===== src/hw/rtl/ipsc_pkg.sv =====
// Shared types, constants and control/status structures for the IR pulse/space capture block.
// Used by ipsc_ctrl, ipsc_datapath and the top level; no dependencies.
`default_nettype none
package ipsc_pkg;

   localparam int COUNT_WIDTH_DEF = 32;

   localparam logic [7:0]  SPACE_RATIO_RST    = 8'd40;
   localparam logic [15:0] MAX_ENTRIES_RST    = 16'd256;
   localparam logic [15:0] MAX_TIME_UNITS_RST = 16'd129;
   localparam logic        WAIT_FOR_HIGH_RST  = 1'b1;
   localparam logic [27:0] TICK_HZ_RST        = 28'd84000000;
   localparam logic [7:0]  TICKS_PER_US_RST   = 8'd84;

   localparam int PADDR_WIDTH = 5;

   typedef enum logic [2:0] {
      REG_SPACE_RATIO    = 3'd0,
      REG_MAX_ENTRIES    = 3'd1,
      REG_MAX_TIME_UNITS = 3'd2,
      REG_WAIT_FOR_HIGH  = 3'd3,
      REG_TICK_HZ        = 3'd4,
      REG_TICKS_PER_US   = 3'd5
   } reg_idx_type;

   typedef enum logic [1:0] {
      KIND_BURST = 2'd0,
      KIND_SPACE = 2'd1,
      KIND_END   = 2'd2
   } kind_type;

   typedef enum logic [2:0] {
      DIV_AVG      = 3'd0,
      DIV_BURST_US = 3'd1,
      DIV_SPACE_US = 3'd2,
      DIV_PERIOD   = 3'd3,
      DIV_DUTY     = 3'd4,
      DIV_HZ       = 3'd5
   } div_sel_type;

   typedef struct packed {
      logic [7:0]  space_ratio;
      logic [15:0] max_entries;
      logic [15:0] max_time_units;
      logic        wait_for_high;
      logic [27:0] tick_hz;
      logic [7:0]  ticks_per_us;
   } cfg_type;

   typedef struct packed {
      logic        clear;
      logic        count;
      logic        run_one;
      logic        high_to_low;
      logic        low_join;
      logic        commit_space;
      logic        entry_inc;
      logic        div_start;
      div_sel_type div_sel;
      logic        avg_from_div;
      logic        avg_from_burst;
      logic        mul_load;
      logic        latch_period;
      logic        latch_duty;
      logic        latch_hz;
      logic        out_load;
      kind_type    out_kind;
      logic        out_summary_ok;
   } cmd_type;

   typedef struct packed {
      logic timeout;
      logic is_space;
      logic at_limit;
      logic hp_zero;
      logic total_zero;
      logic halves_zero;
      logic quo_zero;
      logic div_busy;
      logic out_free;
   } status_type;

endpackage
`default_nettype wire


===== src/hw/rtl/ipsc_div.sv =====
// Restoring divider, one quotient bit per cycle, shared by all divisions of the block.
// Stand-alone; the divisor must be nonzero when started.
`default_nettype none
module ipsc_div #(
   parameter int DW = 39,
   parameter int VW = 32
) (
   input  wire logic          clock,
   input  wire logic          reset,
   input  wire logic          start,
   input  wire logic [DW-1:0] dividend,
   input  wire logic [VW-1:0] divisor,
   output logic               busy,
   output logic [DW-1:0]      quotient
);

   localparam int CNT_W = $clog2(DW + 1);

   logic [VW-1:0]    rem_ff;
   logic [DW-1:0]    quo_ff;
   logic [VW-1:0]    dvs_ff;
   logic [CNT_W-1:0] cnt_ff;
   logic             busy_ff;
   logic [VW:0]      trial;
   logic [VW:0]      diff;
   logic             ge;

   assign trial = {rem_ff, quo_ff[DW-1]};
   assign diff  = trial - {1'b0, dvs_ff};
   assign ge    = trial >= {1'b0, dvs_ff};

   always_ff @(posedge clock) begin
      if (reset) begin
         busy_ff <= 1'b0;
         cnt_ff  <= '0;
      end else if (start) begin
         busy_ff <= 1'b1;
         cnt_ff  <= CNT_W'(DW);
         rem_ff  <= '0;
         quo_ff  <= dividend;
         dvs_ff  <= divisor;
      end else if (busy_ff) begin
         rem_ff  <= ge ? diff[VW-1:0] : trial[VW-1:0];
         quo_ff  <= {quo_ff[DW-2:0], ge};
         cnt_ff  <= cnt_ff - 1'b1;
         busy_ff <= (cnt_ff != CNT_W'(1));
      end
   end

   assign busy     = busy_ff;
   assign quotient = quo_ff;

endmodule
`default_nettype wire


===== src/hw/rtl/ipsc_datapath.sv =====
// Counters, running totals, threshold product, divider operands and the result register.
// Depends on ipsc_pkg and ipsc_div; driven by commands from ipsc_ctrl.
`default_nettype none
module ipsc_datapath
   import ipsc_pkg::*;
#(
   parameter int CW = COUNT_WIDTH_DEF
) (
   input  wire logic        clock,
   input  wire logic        reset,
   input  wire cfg_type     cfg,
   input  wire cmd_type     cmd,
   output status_type       status,
   output logic             rsp_valid,
   input  wire logic        rsp_ready,
   output logic [1:0]       rsp_kind,
   output logic [31:0]      rsp_duration_us,
   output logic [15:0]      rsp_entry_index,
   output logic [6:0]       rsp_duty_percent,
   output logic [27:0]      rsp_carrier_hz,
   output logic             rsp_summary_valid,
   output logic             rsp_last
);

   localparam int DW = (CW + 7 > 28) ? CW + 7 : 28;

   logic [CW-1:0]   run_ff, bh_ff, bl_ff, hp_ff, th_ff, tl_ff, thp_ff, avg_ff, period_ff;
   logic [15:0]     span_ff, entry_ff;
   logic [CW+7:0]   prod_ff;
   logic [6:0]      duty_ff;
   logic [27:0]     hz_ff;
   logic            rsp_valid_ff;
   logic [1:0]      kind_ff;
   logic [31:0]     dur_ff;
   logic [15:0]     idx_ff;
   logic [6:0]      rduty_ff;
   logic [27:0]     rhz_ff;
   logic            rsv_ff, rlast_ff;

   logic [CW-1:0]   run_inc, burst, total, halves;
   logic [15:0]     span_inc, limit;
   logic [7:0]      tpu_eff;
   logic [CW+6:0]   th_x100;
   logic [DW-1:0]   dividend;
   logic [CW-1:0]   divisor;
   logic [DW-1:0]   quotient;
   logic [DW+31:0]  quo_ext;
   logic            div_busy;

   assign run_inc  = run_ff + 1'b1;
   assign span_inc = span_ff + 1'b1;
   assign burst    = bh_ff + bl_ff;
   assign total    = th_ff + tl_ff;
   assign halves   = thp_ff >> 1;
   assign limit    = cfg.max_entries - 16'd1;
   assign tpu_eff  = (cfg.ticks_per_us == 8'd0) ? 8'd1 : cfg.ticks_per_us;
   assign th_x100  = (CW + 7)'(th_ff) * (CW + 7)'(100);
   assign quo_ext  = {32'd0, quotient};

   always_comb begin
      unique case (cmd.div_sel)
         DIV_AVG: begin
            dividend = DW'(burst);
            divisor  = hp_ff;
         end
         DIV_BURST_US: begin
            dividend = DW'(burst);
            divisor  = CW'(tpu_eff);
         end
         DIV_SPACE_US: begin
            dividend = DW'(run_ff);
            divisor  = CW'(tpu_eff);
         end
         DIV_PERIOD: begin
            dividend = DW'(total);
            divisor  = halves;
         end
         DIV_DUTY: begin
            dividend = DW'(th_x100);
            divisor  = total;
         end
         DIV_HZ: begin
            dividend = DW'(cfg.tick_hz);
            divisor  = period_ff;
         end
         default: begin
            dividend = '0;
            divisor  = CW'(1);
         end
      endcase
   end

   ipsc_div #(.DW(DW), .VW(CW)) u_div (
      .clock    (clock),
      .reset    (reset),
      .start    (cmd.div_start),
      .dividend (dividend),
      .divisor  (divisor),
      .busy     (div_busy),
      .quotient (quotient)
   );

   always_ff @(posedge clock) begin
      if (cmd.clear) begin
         run_ff   <= '0;
         span_ff  <= '0;
         bh_ff    <= '0;
         bl_ff    <= '0;
         hp_ff    <= '0;
         th_ff    <= '0;
         tl_ff    <= '0;
         thp_ff   <= '0;
         entry_ff <= '0;
      end else begin
         if (cmd.count) begin
            run_ff <= run_inc;
            if (run_inc[15:0] == 16'd0) begin
               span_ff <= span_inc;
            end
         end
         if (cmd.run_one) begin
            run_ff <= CW'(1);
         end
         if (cmd.high_to_low) begin
            hp_ff  <= hp_ff + 1'b1;
            bh_ff  <= bh_ff + run_ff;
            run_ff <= CW'(1);
         end
         if (cmd.low_join) begin
            hp_ff  <= hp_ff + 1'b1;
            bl_ff  <= bl_ff + run_ff;
            run_ff <= CW'(1);
         end
         if (cmd.commit_space) begin
            th_ff  <= th_ff + bh_ff;
            tl_ff  <= tl_ff + bl_ff;
            thp_ff <= thp_ff + hp_ff;
            bh_ff  <= '0;
            bl_ff  <= '0;
            hp_ff  <= '0;
            run_ff <= CW'(1);
         end
         if (cmd.entry_inc) begin
            entry_ff <= entry_ff + 1'b1;
         end
      end
      if (cmd.avg_from_div) begin
         avg_ff <= quotient[CW-1:0];
      end
      if (cmd.avg_from_burst) begin
         avg_ff <= burst;
      end
      if (cmd.mul_load) begin
         prod_ff <= (CW + 8)'(avg_ff) * (CW + 8)'(cfg.space_ratio);
      end
      if (cmd.latch_period) begin
         period_ff <= quotient[CW-1:0];
      end
      if (cmd.latch_duty) begin
         duty_ff <= quotient[6:0];
      end
      if (cmd.latch_hz) begin
         hz_ff <= quotient[27:0];
      end
   end

   always_ff @(posedge clock) begin
      if (reset) begin
         rsp_valid_ff <= 1'b0;
      end else if (cmd.out_load) begin
         rsp_valid_ff <= 1'b1;
      end else if (rsp_ready) begin
         rsp_valid_ff <= 1'b0;
      end
      if (cmd.out_load) begin
         kind_ff  <= cmd.out_kind;
         idx_ff   <= entry_ff;
         rlast_ff <= (cmd.out_kind != KIND_BURST);
         if (cmd.out_kind == KIND_END) begin
            dur_ff   <= '0;
            rduty_ff <= cmd.out_summary_ok ? duty_ff : 7'd0;
            rhz_ff   <= cmd.out_summary_ok ? hz_ff : 28'd0;
            rsv_ff   <= cmd.out_summary_ok;
         end else begin
            dur_ff   <= quo_ext[31:0];
            rduty_ff <= '0;
            rhz_ff   <= '0;
            rsv_ff   <= 1'b0;
         end
      end
   end

   always_comb begin
      status.timeout     = (run_inc[15:0] == 16'd0) && (span_inc >= cfg.max_time_units);
      status.is_space    = {8'd0, run_ff} > prod_ff;
      status.at_limit    = (entry_ff == limit);
      status.hp_zero     = (hp_ff == '0);
      status.total_zero  = (total == '0);
      status.halves_zero = (halves == '0);
      status.quo_zero    = (quotient == '0);
      status.div_busy    = div_busy;
      status.out_free    = !rsp_valid_ff;
   end

   assign rsp_valid         = rsp_valid_ff;
   assign rsp_kind          = kind_ff;
   assign rsp_duration_us   = dur_ff;
   assign rsp_entry_index   = idx_ff;
   assign rsp_duty_percent  = rduty_ff;
   assign rsp_carrier_hz    = rhz_ff;
   assign rsp_summary_valid = rsv_ff;
   assign rsp_last          = rlast_ff;

endmodule
`default_nettype wire


===== src/hw/rtl/ipsc_ctrl.sv =====
// Controller state machine: capture phase, input transfers and sequencing of divides and results.
// Depends on ipsc_pkg; commands ipsc_datapath through cmd_type and reads status_type.
`default_nettype none
module ipsc_ctrl
   import ipsc_pkg::*;
(
   input  wire logic       clock,
   input  wire logic       reset,
   input  wire cfg_type    cfg,
   input  wire logic       req_valid,
   output logic            req_ready,
   input  wire logic       req_cmd,
   input  wire logic       req_pin_level,
   input  wire status_type status,
   output cmd_type         cmd
);

   typedef enum logic [1:0] {PH_IDLE, PH_WAIT, PH_HIGH, PH_LOW} phase_type;
   typedef enum logic [3:0] {
      ST_IDLE, ST_AVG, ST_MUL, ST_CMP, ST_BDIV, ST_BOUT, ST_BCHK, ST_SDIV, ST_SOUT,
      ST_FIN, ST_FPER, ST_FDUTY, ST_FHZ, ST_FOUT
   } state_type;

   state_type state_ff, state_in;
   phase_type phase_ff, phase_in;
   logic      ok_ff, ok_in;
   logic      accept;

   assign req_ready = (state_ff == ST_IDLE);
   assign accept    = req_valid && req_ready;

   always_comb begin
      cmd      = '0;
      state_in = state_ff;
      phase_in = phase_ff;
      ok_in    = ok_ff;
      unique case (state_ff)
         ST_IDLE: begin
            if (accept) begin
               if (!req_cmd) begin
                  cmd.clear = 1'b1;
                  phase_in  = cfg.wait_for_high ? PH_WAIT : PH_HIGH;
               end else begin
                  unique case (phase_ff)
                     PH_IDLE: begin
                     end
                     PH_WAIT: begin
                        if (req_pin_level) begin
                           phase_in    = PH_HIGH;
                           cmd.run_one = 1'b1;
                        end
                     end
                     PH_HIGH: begin
                        if (req_pin_level) begin
                           cmd.count = 1'b1;
                           if (status.timeout) begin
                              state_in = ST_FIN;
                           end
                        end else begin
                           cmd.high_to_low = 1'b1;
                           phase_in        = PH_LOW;
                        end
                     end
                     PH_LOW: begin
                        if (!req_pin_level) begin
                           cmd.count = 1'b1;
                           if (status.timeout) begin
                              state_in = ST_FIN;
                           end
                        end else if (status.hp_zero) begin
                           cmd.avg_from_burst = 1'b1;
                           state_in           = ST_MUL;
                        end else begin
                           cmd.div_start = 1'b1;
                           cmd.div_sel   = DIV_AVG;
                           state_in      = ST_AVG;
                        end
                     end
                     default: begin
                     end
                  endcase
               end
            end
         end
         ST_AVG: begin
            if (!status.div_busy) begin
               cmd.avg_from_div = 1'b1;
               state_in         = ST_MUL;
            end
         end
         ST_MUL: begin
            cmd.mul_load = 1'b1;
            state_in     = ST_CMP;
         end
         ST_CMP: begin
            if (!status.is_space) begin
               cmd.low_join = 1'b1;
               phase_in     = PH_HIGH;
               state_in     = ST_IDLE;
            end else if (status.at_limit) begin
               state_in = ST_FIN;
            end else begin
               cmd.div_start = 1'b1;
               cmd.div_sel   = DIV_BURST_US;
               state_in      = ST_BDIV;
            end
         end
         ST_BDIV: begin
            if (!status.div_busy) begin
               state_in = ST_BOUT;
            end
         end
         ST_BOUT: begin
            if (status.out_free) begin
               cmd.out_load  = 1'b1;
               cmd.out_kind  = KIND_BURST;
               cmd.entry_inc = 1'b1;
               state_in      = ST_BCHK;
            end
         end
         ST_BCHK: begin
            if (status.at_limit) begin
               state_in = ST_FIN;
            end else begin
               cmd.div_start = 1'b1;
               cmd.div_sel   = DIV_SPACE_US;
               state_in      = ST_SDIV;
            end
         end
         ST_SDIV: begin
            if (!status.div_busy) begin
               state_in = ST_SOUT;
            end
         end
         ST_SOUT: begin
            if (status.out_free) begin
               cmd.out_load     = 1'b1;
               cmd.out_kind     = KIND_SPACE;
               cmd.entry_inc    = 1'b1;
               cmd.commit_space = 1'b1;
               phase_in         = PH_HIGH;
               state_in         = ST_IDLE;
            end
         end
         ST_FIN: begin
            if (status.total_zero || status.halves_zero) begin
               ok_in    = 1'b0;
               state_in = ST_FOUT;
            end else begin
               cmd.div_start = 1'b1;
               cmd.div_sel   = DIV_PERIOD;
               state_in      = ST_FPER;
            end
         end
         ST_FPER: begin
            if (!status.div_busy) begin
               cmd.latch_period = 1'b1;
               if (status.quo_zero) begin
                  ok_in    = 1'b0;
                  state_in = ST_FOUT;
               end else begin
                  cmd.div_start = 1'b1;
                  cmd.div_sel   = DIV_DUTY;
                  state_in      = ST_FDUTY;
               end
            end
         end
         ST_FDUTY: begin
            if (!status.div_busy) begin
               cmd.latch_duty = 1'b1;
               cmd.div_start  = 1'b1;
               cmd.div_sel    = DIV_HZ;
               state_in       = ST_FHZ;
            end
         end
         ST_FHZ: begin
            if (!status.div_busy) begin
               cmd.latch_hz = 1'b1;
               ok_in        = 1'b1;
               state_in     = ST_FOUT;
            end
         end
         ST_FOUT: begin
            if (status.out_free) begin
               cmd.out_load       = 1'b1;
               cmd.out_kind       = KIND_END;
               cmd.out_summary_ok = ok_ff;
               phase_in           = PH_IDLE;
               state_in           = ST_IDLE;
            end
         end
         default: begin
            state_in = ST_IDLE;
         end
      endcase
   end

   always_ff @(posedge clock) begin
      if (reset) begin
         state_ff <= ST_IDLE;
         phase_ff <= PH_IDLE;
         ok_ff    <= 1'b0;
      end else begin
         state_ff <= state_in;
         phase_ff <= phase_in;
         ok_ff    <= ok_in;
      end
   end

endmodule
`default_nettype wire


===== src/hw/rtl/ir_pulse_space_capture.sv =====
// IR pulse/space capture top level: register port, controller and datapath.
// Depends on ipsc_pkg, ipsc_ctrl and ipsc_datapath.
// A tick inside a run only counts; a high sample ending a low run also runs the average
// divide, multiply and compare, a space both conversions on the one-bit-per-cycle divider,
// and capture end the period, duty and frequency divides; no tick is taken meanwhile.
// Results wait in an output register. Synchronous reset idles the block and loads defaults.
`default_nettype none
module ir_pulse_space_capture
   import ipsc_pkg::*;
#(
   parameter int COUNT_WIDTH = COUNT_WIDTH_DEF
) (
   input  wire logic                   clock,
   input  wire logic                   reset,
   input  wire logic                   psel,
   input  wire logic                   penable,
   input  wire logic                   pwrite,
   input  wire logic [PADDR_WIDTH-1:0] paddr,
   input  wire logic [31:0]            pwdata,
   output logic [31:0]                 prdata,
   output logic                        pready,
   input  wire logic                   req_valid,
   output logic                        req_ready,
   input  wire logic                   req_cmd,
   input  wire logic                   req_pin_level,
   output logic                        rsp_valid,
   input  wire logic                   rsp_ready,
   output logic [1:0]                  rsp_kind,
   output logic [31:0]                 rsp_duration_us,
   output logic [15:0]                 rsp_entry_index,
   output logic [6:0]                  rsp_duty_percent,
   output logic [27:0]                 rsp_carrier_hz,
   output logic                        rsp_summary_valid,
   output logic                        rsp_last
);

   cfg_type     cfg_ff;
   cmd_type     cmd;
   status_type  status;
   reg_idx_type reg_idx;

   assign pready  = 1'b1;
   assign reg_idx = reg_idx_type'(paddr[4:2]);

   always_ff @(posedge clock) begin
      if (reset) begin
         cfg_ff.space_ratio    <= SPACE_RATIO_RST;
         cfg_ff.max_entries    <= MAX_ENTRIES_RST;
         cfg_ff.max_time_units <= MAX_TIME_UNITS_RST;
         cfg_ff.wait_for_high  <= WAIT_FOR_HIGH_RST;
         cfg_ff.tick_hz        <= TICK_HZ_RST;
         cfg_ff.ticks_per_us   <= TICKS_PER_US_RST;
      end else if (psel && penable && pwrite) begin
         case (reg_idx)
            REG_SPACE_RATIO:    cfg_ff.space_ratio    <= pwdata[7:0];
            REG_MAX_ENTRIES:    cfg_ff.max_entries    <= pwdata[15:0];
            REG_MAX_TIME_UNITS: cfg_ff.max_time_units <= pwdata[15:0];
            REG_WAIT_FOR_HIGH:  cfg_ff.wait_for_high  <= pwdata[0];
            REG_TICK_HZ:        cfg_ff.tick_hz        <= pwdata[27:0];
            REG_TICKS_PER_US:   cfg_ff.ticks_per_us   <= pwdata[7:0];
            default: begin
            end
         endcase
      end
   end

   always_comb begin
      case (reg_idx)
         REG_SPACE_RATIO:    prdata = 32'(cfg_ff.space_ratio);
         REG_MAX_ENTRIES:    prdata = 32'(cfg_ff.max_entries);
         REG_MAX_TIME_UNITS: prdata = 32'(cfg_ff.max_time_units);
         REG_WAIT_FOR_HIGH:  prdata = 32'(cfg_ff.wait_for_high);
         REG_TICK_HZ:        prdata = 32'(cfg_ff.tick_hz);
         REG_TICKS_PER_US:   prdata = 32'(cfg_ff.ticks_per_us);
         default:            prdata = '0;
      endcase
   end

   ipsc_ctrl u_ctrl (
      .clock         (clock),
      .reset         (reset),
      .cfg           (cfg_ff),
      .req_valid     (req_valid),
      .req_ready     (req_ready),
      .req_cmd       (req_cmd),
      .req_pin_level (req_pin_level),
      .status        (status),
      .cmd           (cmd)
   );

   ipsc_datapath #(.CW(COUNT_WIDTH)) u_datapath (
      .clock             (clock),
      .reset             (reset),
      .cfg               (cfg_ff),
      .cmd               (cmd),
      .status            (status),
      .rsp_valid         (rsp_valid),
      .rsp_ready         (rsp_ready),
      .rsp_kind          (rsp_kind),
      .rsp_duration_us   (rsp_duration_us),
      .rsp_entry_index   (rsp_entry_index),
      .rsp_duty_percent  (rsp_duty_percent),
      .rsp_carrier_hz    (rsp_carrier_hz),
      .rsp_summary_valid (rsp_summary_valid),
      .rsp_last          (rsp_last)
   );

endmodule
`default_nettype wire


===== config.mk =====
export PLATFORM = sky130hd
export DESIGN_NAME = ir_pulse_space_capture
export DESIGN_NICKNAME = d
export VERILOG_FILES = /design/src/hw/rtl/ipsc_pkg.sv /design/src/hw/rtl/ipsc_div.sv /design/src/hw/rtl/ipsc_datapath.sv /design/src/hw/rtl/ipsc_ctrl.sv /design/src/hw/rtl/ir_pulse_space_capture.sv
export SDC_FILE = /design/constraint.sdc
export NUM_CORES = 2
export LEC_CHECK = 0
export BUFFER_PORTS_ARGS = -buffer_cell sky130_fd_sc_hd__clkbuf_2
export CAP_MARGIN = 20
export CORE_MARGIN = 5
export CORE_UTILIZATION = 30
export DETAILED_ROUTE_END_ITERATION = 10
export PLACE_DENSITY_LB_ADDON = 0.25
export SYNTH_ARGS = -nofsm -noshare
export SYNTH_HDL_FRONTEND = slang
export SYNTH_HIERARCHICAL = 1
export SYNTH_SLANG_ARGS = --single-unit

===== constraint.sdc =====
create_clock -name clock -period 11.4 [get_ports clock]
set_clock_uncertainty 0.2 [all_clocks]
set_input_delay 2.28 -clock clock [delete_from_list [all_inputs] [get_ports clock]]
set_output_delay 2.28 -clock clock [all_outputs]
set_load 0.03 [all_outputs]

==> Yosys cells after proc, flatten, opt, wreduce, memory -nomap -nowiden <==
Index checks and enable logic that the tools add are counted.
{ "classes": {"n_mul": 2, "eq_ne": 49, "muxes": 104, "reduce_logical": 41, "addsub": 14, "n_lt_le_gt_ge": 3, "n_bitwise": 1} }
{ "op_table": {"columns": ["cell", "count"], "rows": [
  ["32-bit adder", 7],
  ["39-bit case mux with 5 select lines", 1],
  ["32-bit two-way mux", 6],
  ["28-bit case mux with 6 select lines", 1],
  ["32-bit case mux with 5 select lines", 1],
  ["4-bit two-way mux", 31],
  ["32-bit logical NOT", 3],
  ["39-bit two-way mux", 2],
  ["32-bit by 1-bit adder with 32-bit output (second input constant)", 2],
  ["4-bit case mux with 13 select lines", 1],
  ["32-bit by 40-bit greater-than comparator with 1-bit output", 1],
  ["32-bit by 8-bit multiplier with 40-bit output", 1],
  ["39-bit logical NOT", 1],
  ["32-bit by 5-bit multiplier with 37-bit output (second input constant)", 1],
  ["1-bit two-way mux", 35],
  ["33-bit by 32-bit >= comparator with 1-bit output", 1],
  ["16-bit by 1-bit adder with 16-bit output (second input constant)", 2],
  ["32-bit subtractor", 1],
  ["2-bit != test (second input constant)", 14],
  ["4-bit == test (second input constant)", 6],
  ["4-bit case mux with 6 select lines", 1],
  ["2-bit two-way mux", 10],
  ["2-bit AND reduction", 10],
  ["16-bit == test", 1],
  ["other kinds (40)", 74]
]} }
{ "totals": {"out_inout_bits": 122, "elab_cells": 252, "reg_bits": 677, "input_bits": 46} }

==> Depth between registers and ports, before layout <==
{ "depth": {"word_depth": 11, "depth_mapped": 23, "mapped_depth_nobuf": 23} }

==> Modules after synthesis <==
The synthesis kept the hierarchy.
{ "modules_own_cells": {"columns": ["mod", "seq_area_each_um2", "cells_each", "n_inst", "area_per_inst_um2"], "rows": [
  ["ipsc_datapath", 11931.4, 4797, 1, 43006.2],
  ["ipsc_div", 3233.1, 551, 1, 6212.2],
  ["ir_pulse_space_capture", 1541.5, 423, 1, 3779.9],
  ["ipsc_ctrl", 140.1, 140, 1, 1006.0]
]} }

==> Least setup slack after synthesis <==
Ideal clock, no wire load.
{ "synth_path": {"kind": "flip-flop to flip-flop", "startpoint": "register u_datapath.th_ff[0]", "endpoint": "register u_datapath.u_div.quo_ff[0], in the netlist u_datapath/u_div/quotient[0] (enable)", "period_less_slack_ns": 7.400, "required_ns": 10.698, "path_stages_with_launch": 20, "setup_ns": 0.502, "arrival_ns": 6.698, "slack_ns": 4.000, "path_buffers": 1, "cell_sequence": "dfxtp_1 > ha_1 > fa_1 > a211oi_2 > o21a_1 > o31a_1 > a211oi_2 > a21oi_2 > a211oi_2 > a21oi_1 > o31ai_1 > a21oi_1 > xor2_1 > nor4b_2 > nor2_1 > a32o_1 > or4b_1 > clkbuf_1 > nor2_1 > nor2_1"} }
{ "synth_rtl": {"columns": ["element", "line", "text"], "rows": [
  ["from (decl)", "ipsc_datapath.sv:27", "logic [CW-1:0] run_ff, bh_ff, bl_ff, hp_ff, th_ff, tl_ff, thp_ff, avg_ff, period_ff;"],
  ["from (signal assigned)", "ipsc_datapath.sv:135", "th_ff <= th_ff + bh_ff;"],
  ["to (signal assigned)", "ipsc_div.sv:40", "quo_ff <= dividend;"],
  ["to (signal assigned)", "ipsc_div.sv:44", "quo_ff <= {quo_ff[DW-2:0], ge};"],
  ["to (decl)", "ipsc_div.sv:20", "logic [DW-1:0] quo_ff;"]
]} }

==> run_results.csv <==
group,metric,value,unit
clock_tree,path_clk_slew,0.06,ns
route,vias,43900,
floorplan,die_w,434,µm
setup_path,r2r_slack,3.91,ns
sta,whs,0.309,ns
sta,drv_slew,0,
global_route,antenna_found_initial,8,
route,drt_wl_total,175000,µm
route,drc_errors,0,
finish,max_flop_register,"cfg_ff",
clock_tree,tritoncts,"built",
floorplan,die_area,189000,µm²
setup_path,critPathCapture,"u_datapath/u_div/quotient[24]",
setup_path,crit_path_start_kind,"flip-flop",
clock_tree,h-tree-depth,3,
sta,layout_min_cycle_time,7.49,ns
setup_path,crit_fanout,35,
clock_tree,cts_made_buffers,84,
setup_path,crit_family,"compound AO/OA/AOI/OAI gates",
sta,fmax,0.133,GHz
sta,worst_slew_pin_slew,1.13,ns
sta,rsz0062_at_grt,"no",
yosys,synth_cell_type_count,113,
finish,largest_reg_flops,77,
floorplan,initial_core_util,0.302,
clock_tree,ctsLongestPathBuffers,3,
place,hpwlAfterDp,134000,µm
outcome,outcome,"complete, no violations",
setup_path,arrival,7.87,ns
finish,seq_area,16900,µm²
sta,finalSetupTns,0,ns
finish,nets,6705,
yosys,syn_inst,5911,
setup_path,cp.depth,22,
hold_path,min_from,"u_datapath/thp_ff[0]",
setup_path,cp-end-kind,"flip-flop",
route,wl_per_cell,20.8,µm
pwr,power.density,160,nW/µm²
clock_tree,clock_latency,0.72,ns
pwr,pwr-share-comb,0.362,
yosys,yosysWarnings,6,
setup_path,critical_path_class,"reg -> reg",
setup_path,slowest_stage,"nor2_1",
route,drtPass1Iterations,6,
finish,areaGrowthSynthToFinish,11.3,%
route,drtIter0Drc,3106,
place,gp_congestion,0.927,
hold_path,min_path_type,"reg -> reg",
pwr,vdd_drop_max,0.120,mV
setup_path,crit_top_cell,"a211oi_2",
floorplan,core,179000,µm²
finish,fill_cells,18400,
global_route,grt_use_total,0.180,
pwr,p_clk_frac,0.284,
place,port_buffers,156,
yosys,synth_area,54000,µm²
floorplan,io_pins,168,
floorplan,rows,155,
global_route,grt_max_degree,108,
route,ant_nets,0,
run,maxCapViolations,0,
setup_path,cp_cell_sequence,"ha_1 > fa_1 > a211oi_2 > o21a_1 > o31a_1 > a211oi_2 > a21oi_2 > a211oi_2 > a211o_1 > a21oi_1 > xor2_1 > nand4_1 > nor4b_2 > nor2_1 > a32o_1 > buf_4 > nand2b_1 > nor2_1 > buf_4 > a222oi_1 > o211ai_1 > mux2_2",
setup_path,startpoint,"u_datapath/th_ff[0]",
setup_path,ff2ff_path_depth,22,
yosys,yosysSeqAreaShare,0.312,
setup_path,reg2reg_to,"u_datapath/u_div/quotient[24]",
clock_tree,cts_sinks,677,
clock_tree,holdBufCountCts,0,
yosys,synthFlopType,"dfxtp_1",
sta,slew_headroom,0.247,
global_route,grt_pass1_vias,42900,
pwr,p_int,5.86,mW
global_route,overflow,0,
clock_tree,root_buffer,"clkbuf_16",
setup_path,cp_num_buf_inv,2,
finish,multiInputGateArea,34300,µm²
yosys,async_reset_ff_frac,0,
sta,hold_viol_final,0,
sta,final-setup-viol-count,0,
yosys,synth-edff-count,329,
pwr,leakagePower,26.4,nW
pwr,p_seq_frac,0.354,
clock_tree,cts_resized,0,
setup_path,crit_required,11.78,ns
finish,drive_gt1_frac,0.0865,
clock_tree,post-cts-setup-buffers,0,
setup_path,max_stage_delay,0.85,ns
setup_path,rr_startpoint,"u_datapath/th_ff[0]",
pwr,p_sw,3.75,mW
route,via_per_inst,5.22,
floorplan,die_h,434,µm
yosys,syn_area_per_cell,9.14,µm²
sta,min_period_over_period,0.657,
pwr,swShare,0.390,
yosys,synth-seq-cells,677,
global_route,grt_pass1_wl,262000,µm
## worst min-delay path by stage
stage	slack (ns)	to	cells past startpoint
after floorplan	0.21	u_datapath/rsp_entry_index[9]	0
after global placement	0.28	u_datapath/thp_ff[0]	2
after detailed placement	0.29	u_datapath/u_div/busy	1
after CTS	0.31	u_datapath/thp_ff[0]	2
after global routing	0.33	u_datapath/u_div/busy	1
final	0.31	u_datapath/thp_ff[0]	2
## cells in the mapped netlist (103+ instances only)
library cell	count	share of area
fa_1	215	0.080
a21o_1	182	0.025
nand2_1	396	0.028
nor2_1	493	0.034
nand3_1	103	0.0095
nor2b_1	116	0.013
inv_1	512	0.036
and2_1	198	0.023
xor2_1	197	0.032
o21ai_0	265	0.025
xnor2_1	199	0.032
dfxtp_1	348	0.13
ha_1	469	0.11
mux2i_1	150	0.028
edfxtp_1	329	0.18
a21oi_1	369	0.034
clkbuf_1	184	0.013
## routing by layer
layer / up-vias / track usage / wire [µm]
met5: - / 0 / 0
li1: 21100 / - / -
met1: 21500 / 0.245 / 79600
met4: 0 / 0.0694 / 7530
met3: 240 / 0.0189 / 8380
met2: 1131 / 0.295 / 79100
## metrics by stage
stage               worst slack, ns  instances  area (µm²)  utilization  power, mW
floorplan                      4.00       5914       54000            -       5.85
global placement               4.05       8240       57200        0.320       6.90
detailed placement             4.00       8241       57200        0.320       6.91
CTS                            4.01       8398       60100        0.336       9.71
global route                   3.75       8402       60100        0.336       10.2
finish                         3.91       8405       60100        0.336       9.61
## kinds of logic (layout without fill, tap and decap cells)
group / count (synthesis) / count (layout) / synth area share
AOI/OAI and AO/OA: 1383 / 1383 / 0.171
xor gates and xnor gates: 396 / 396 / 0.0642
adders and majority gates: 684 / 684 / 0.188
and+or+nand+nor: 1797 / 1797 / 0.167
other: 2 / 9 / 0.000139
buffers and inverters: 754 / 886 / 0.0551
DFF: 677 / 677 / 0.312
muxes: 218 / 218 / 0.0422
## layout by cell type, fill, tap and decap left out, drive strengths merged, types with 37 or more instances in the layout
master,count
nor2b,116
a21oi,377
nand4,71
and2,198
a22oi,39
o21ai,289
dfxtp,348
nand2b,89
ha,469
nand2,396
a211oi,70
edfxtp,329
clkbuf,265
a31oi,37
and3,93
o21a,49
nor3,86
mux2i,150
nor4,46
buf,58
xnor2,199
mux2,67
inv,522
a21o,184
xor2,197
nor2,494
fa,215
nand3,103
## power by group through the flow
| stage | logic (mW) | registers (mW) | clock network (mW) |
|---|---|---|---|
| 6_report | 3.48 | 3.40 | 2.73 |
| 5_1_grt | 3.88 | 3.44 | 2.90 |
| 2_1_floorplan | 2.41 | 3.43 | 0 |
| 3_5_place_dp | 3.46 | 3.45 | 0 |
| 4_1_cts | 3.49 | 3.40 | 2.81 |
| 3_3_place_gp | 3.45 | 3.45 | 0 |
## worst reg2reg max path, delay by kind of cell, from the launching register on
| family | cells | cell delay, ns |
|---|---|---|
| AO/OA/AOI/OAI | 11 | 2.50 |
| XOR/XNOR | 1 | 0.41 |
| adder cells (fa/ha/maj) | 2 | 0.54 |
| buffers and inverters | 2 | 0.66 |
| flip-flops | 1 | 0.48 |
| multiplexers | 1 | 0.17 |
| AND/OR/NAND/NOR | 5 | 2.44 |
## area by class of cell
cell class,instances,area share
Multi-Input combinational cell,4483,0.571
Antenna cell,4,0.000167
Sequential cell,677,0.280
Tap cell,2355,0.0490
Inverter,515,0.0322
Timing Repair Buffer,214,0.0202
Clock inverter,48,0.00845
Clock buffer,109,0.0383
Power figures use the tool's default switching activity.
